`config.mk`:
```
export PLATFORM = sky130hd
export DESIGN_NAME = imq_ctrl
export DESIGN_NICKNAME = d
export VERILOG_FILES = /design/src/rtl/imq_pkg.sv /design/src/rtl/imq_ctrl.sv
export SDC_FILE = /design/constraint.sdc
export NUM_CORES = 1
export LEC_CHECK = 0
export CORE_AREA = 4 4 41 43
export DETAILED_ROUTE_END_ITERATION = 10
export DIE_AREA = 0 0 45 47
export DONT_BUFFER_PORTS = 1
export MAX_ROUTING_LAYER = met4
export PLACE_DENSITY_LB_ADDON = 0.05
export SLEW_MARGIN = 40
export SYNTH_ARGS = -nofsm -noshare
export SYNTH_HDL_FRONTEND = slang
export SYNTH_SLANG_ARGS = --single-unit
```
`constraint.sdc`:
```
create_clock -name clk_i -period 2.17 [get_ports clk_i]
set_input_delay 0.217 -clock clk_i [delete_from_list [all_inputs] [get_ports clk_i]]
set_output_delay 0.217 -clock clk_i [all_outputs]
set_load 0.1 [all_outputs]
```
`src/rtl/imq_pkg.sv`:
```
// ----------------------------------------------------------------------------
// imq_pkg
// Shared types and constants of the indexed max-priority queue core.
// ----------------------------------------------------------------------------
package imq_pkg;

  localparam int unsigned ID_W  = 10;
  localparam int unsigned AMT_W = 16;
  localparam int unsigned SEQ_W = 32;

  typedef enum logic [1:0] {
    MODE_INSERT   = 2'd0,
    MODE_INCREASE = 2'd1,
    MODE_REMOVE   = 2'd2,
    MODE_QUERY    = 2'd3
  } mode_e;

  typedef enum logic [2:0] {
    ST_CLEAR,
    ST_IDLE,
    ST_INC_WR,
    ST_SCAN,
    ST_DRAIN,
    ST_PUBLISH
  } ctrl_state_e;

  // Commands from the controller to the datapath.
  typedef struct packed {
    logic clr_wr;
    logic ins_wr;
    logic rem_wr;
    logic inc_rd;
    logic inc_wr;
    logic op_load;
    logic scan_start;
    logic scan_rd;
    logic res_load;
  } cmd_t;

  // Status from the datapath to the controller.
  typedef struct packed {
    logic id_ok;
    logic idx_last;
  } status_t;

endpackage

```
`src/rtl/imq_ctrl.sv`:
```
// ----------------------------------------------------------------------------
// imq_ctrl
// Sequencer: clearing pass, request dispatch, table scan and result hand-off.
// ----------------------------------------------------------------------------
module imq_ctrl (
  input  logic             clk_i,
  input  logic             rst_ni,
  input  logic             in_valid_i,
  input  logic [1:0]       mode_i,
  output logic             in_ready_o,
  output logic             out_valid_o,
  input  logic             out_ready_i,
  input  imq_pkg::status_t status_i,
  output imq_pkg::cmd_t    cmd_o
);
  import imq_pkg::*;

  ctrl_state_e state_q, state_d;
  logic        out_vld_q, out_vld_d;
  mode_e       mode;
  logic        slot_free;

  assign mode      = mode_e'(mode_i);
  assign slot_free = !out_vld_q || out_ready_i;

  // Next state
  always_comb begin
    state_d = state_q;
    case (state_q)
      ST_CLEAR: begin
        if (status_i.idx_last) state_d = ST_IDLE;
      end
      ST_IDLE: begin
        if (in_valid_i) begin
          if (mode == MODE_QUERY) begin
            state_d = ST_SCAN;
          end else if (mode == MODE_INCREASE && status_i.id_ok) begin
            state_d = ST_INC_WR;
          end
        end
      end
      ST_INC_WR:  state_d = ST_IDLE;
      ST_SCAN: begin
        if (status_i.idx_last) state_d = ST_DRAIN;
      end
      ST_DRAIN:   state_d = ST_PUBLISH;
      ST_PUBLISH: begin
        if (slot_free) state_d = ST_IDLE;
      end
      default:    state_d = ST_IDLE;
    endcase
  end

  // Outputs
  always_comb begin
    cmd_o      = '0;
    in_ready_o = 1'b0;
    case (state_q)
      ST_CLEAR:  cmd_o.clr_wr = 1'b1;
      ST_IDLE: begin
        in_ready_o    = 1'b1;
        cmd_o.op_load = in_valid_i;
        if (in_valid_i) begin
          case (mode)
            MODE_INSERT:   cmd_o.ins_wr     = status_i.id_ok;
            MODE_INCREASE: cmd_o.inc_rd     = status_i.id_ok;
            MODE_REMOVE:   cmd_o.rem_wr     = status_i.id_ok;
            MODE_QUERY:    cmd_o.scan_start = 1'b1;
            default:       cmd_o.op_load    = 1'b0;
          endcase
        end
      end
      ST_INC_WR:  cmd_o.inc_wr   = 1'b1;
      ST_SCAN:    cmd_o.scan_rd  = 1'b1;
      ST_PUBLISH: cmd_o.res_load = slot_free;
      default:    cmd_o = '0;
    endcase
  end

  // Output register valid: set on load, drop once the beat is taken.
  always_comb begin
    out_vld_d = out_vld_q;
    if (cmd_o.res_load) begin
      out_vld_d = 1'b1;
    end else if (out_ready_i) begin
      out_vld_d = 1'b0;
    end
  end

  assign out_valid_o = out_vld_q;

  always_ff @(posedge clk_i or negedge rst_ni) begin
    if (!rst_ni) begin
      state_q   <= ST_CLEAR;
      out_vld_q <= 1'b0;
    end else begin
      state_q   <= state_d;
      out_vld_q <= out_vld_d;
    end
  end

endmodule

```
==> impl_metrics.toml <==
[setup_path]
path_class = "flop to primary output"
reg2regPathDepth = 4
cp-endpoint = "cmd_o[6]"
end_kind = "primary output"
r2r-start = "state_q[2]$_DFFE_PN0P_"
r2r_end = "state_q[0]$_DFFE_PN0P_"
crit_arrival_ns = 1.76
regToRegSetupSlack_ns = 0.47
critical_path.startpoint = "state_q[0]$_DFFE_PN0P_"
worstPathRequired_ns = 1.95
crit_fanout = 9
startpoint_type = "flop"

[sta]
worst_pin_slew_ns = 0.333
final_max_slew_viol_count = 0
max-slew-margin-rel_pct = 77.8
clock.fmax_ghz = 0.507
hold_viol = 0
hold_slack_ns = 0.147
fin_crit_ns = 1.97
finalCritPeriodShare_pct = 91.0
finClkSkew_ns = 0.00158
rsz0062_at_grt = "false"
setup_viol = 0
setup_tns_ns = 0

[cts]
htreeDepth = 1
cts.sinks = 4
clk_latency_ns = 0.23
cts_resized = 0
cts_max_path_buffers = 2
clk_pin_slew_ns = 0.04
cts-buffers-inserted = 3
cts_root_buf = "clkbuf_4"
post_cts_buffers = 0
cts_tree = "built"
hold_buffers = 1

[yosys]
synth_most_common_cell = "nand2_1"
async_flop_share_pct = 100
synth.area.top_cells = "dfrtp_1 (32%), nor3b_1 (7.3%), nand2_1 (6.0%)"
ys_types = 20
yosys_warnings = 0
yosysTopAreaCellShare_pct = 32.3
ys_top_cells_by_count = "nand2_1 (5), dfrtp_1 (4), nor3_1 (3), nor3b_1 (3)"
avgSynthCellArea_um2 = 8.87
yosysTopAreaCell = "dfrtp_1"
synth-edff-count = 0
syn_area_um2 = 310
synthFlopType = "dfrtp_1"
yosysSeqAreaShare_pct = 32.3
synthCells = 35
synth_seq_cells = 4
synth_nets = 43

[layout]
layout.nets = 59
multi_input_comb_area_um2 = 264
design_area_um2 = 611
drive_above_1_share_pct = 57.1
fin_util_pct = 46.9
ff_latch_area_um2 = 100
synthToLayoutAreaGrowth_pct = 96.8
diodes = 0
fillers = 134

[detailed_routing]
post_drt_wl_per_cell_um = 14.1
drt-pass1-iter-count = 3
final_antenna_net_count = 0
drt-total-wl_um = 900
drt-initial-drc-count = 3
routed_via_density = 4.88
routed-via-count = 312
drc_errors = 0

[floorplanning]
dieArea_um2 = 2120
num_rows = 13
dieHeight_um = 47
initial_core_util_pct = 23.8
io_pins = 19
die_x_um = 45
coreArea_um2 = 1300

[grt]
grt_start_max_net_pins = 10
grt_pass1_vias = 323
antenna_found_initial = 0
groute.usage.overall_pct = 9.66
grt_pass1_wl_um = 1440
grt_overflow_total = 0

[place]
place_area_um2 = 578
gp_congestion = 0.695
dpl.hpwl_um = 793
port_buffers = 0

[run]
drv_cap = 0

[min_path]
hp-class = "primary input to flop"

[run_status]
status = "finished clean"
[placed cells by master (no fill, tap or decap), drive strengths merged]
cell type | synthesis | layout
o211a | 1 | 1
dfrtp | 4 | 4
and2 | 1 | 1
mux2 | 1 | 1
and3 | 2 | 2
or4 | 1 | 1
inv | 2 | 2
nand2b | 2 | 2
a32o | 1 | 1
nor3b | 4 | 4
a31oi | 1 | 1
dlygate4sd3 | 0 | 1
nor3 | 3 | 3
a21oi | 2 | 2
nor2b | 2 | 2
clkbuf | 1 | 5
buf | 1 | 10
o211ai | 1 | 1
nand2 | 5 | 5
[through the flow]
stage,setup slack [ns],std cells
final,0.196,64
after global routing,0.0720,64
after CTS,0.169,64
after detailed placement,0.420,60
after global placement,0.471,60
after floorplan,-0.979,35
[sequential cells by signal (all words and copies together), names as in the netlist]
name	count
state_q	3
out_valid_o	1
[cell type report]
cell class                      instances  share of cell area (%)
Inverter                                2                    1.23
Sequential cell                         4                    16.4
Multi-Input combinational cell         27                    43.2
Tap cell                               15                    3.07
Clock buffer                            3                    3.69
Timing Repair Buffer                   13                    32.4
[cells by family (layout without fill, tap and decap cells)]
logic type / count (synthesis) / in the layout / synth area share, %
AND/OR/NAND/NOR: 20 / 20 / 42.3
AO/OA/AOI/OAI: 6 / 6 / 15.7
flip-flops: 4 / 4 / 32.3
buffers and inverters: 4 / 18 / 6.05
multiplexers: 1 / 1 / 3.63
[routing by layer]
metal / GRT usage, % / wire length [um] / up-vias
met5: - / 0 / -
met4: 5.26 / 14 / 0
met3: 1.92 / 50 / 2
met2: 16.9 / 520 / 8
met1: 10.1 / 315 / 146
li1: - / - / 156
[critical path, stage by stage (launching register included)]
cell and delay [ns]:
dfrtp_1 0.49, nor3b_4 0.30, and2_4 0.21, nand2_4 0.08, nor3b_4 0.24, buf_12 0.20
[worst min path at each step]
stage,start,endpoint,slack (ns),cells after the start
3_5_place_dp,rst_ni,out_valid_o$_DFFE_PN0P_,-0.08,0
4_1_cts,status_i[0],state_q[2]$_DFFE_PN0P_,0.15,1
3_3_place_gp,rst_ni,out_valid_o$_DFFE_PN0P_,-0.08,0
5_1_grt,status_i[0],state_q[2]$_DFFE_PN0P_,0.16,1
2_1_floorplan,rst_ni,out_valid_o$_DFFE_PN0P_,-0.08,0
6_report,status_i[0],state_q[2]$_DFFE_PN0P_,0.15,1
Power is left out: the tool's default activity adds up to more than one toggle a clock period on the data nets, which glitch-free logic cannot reach.
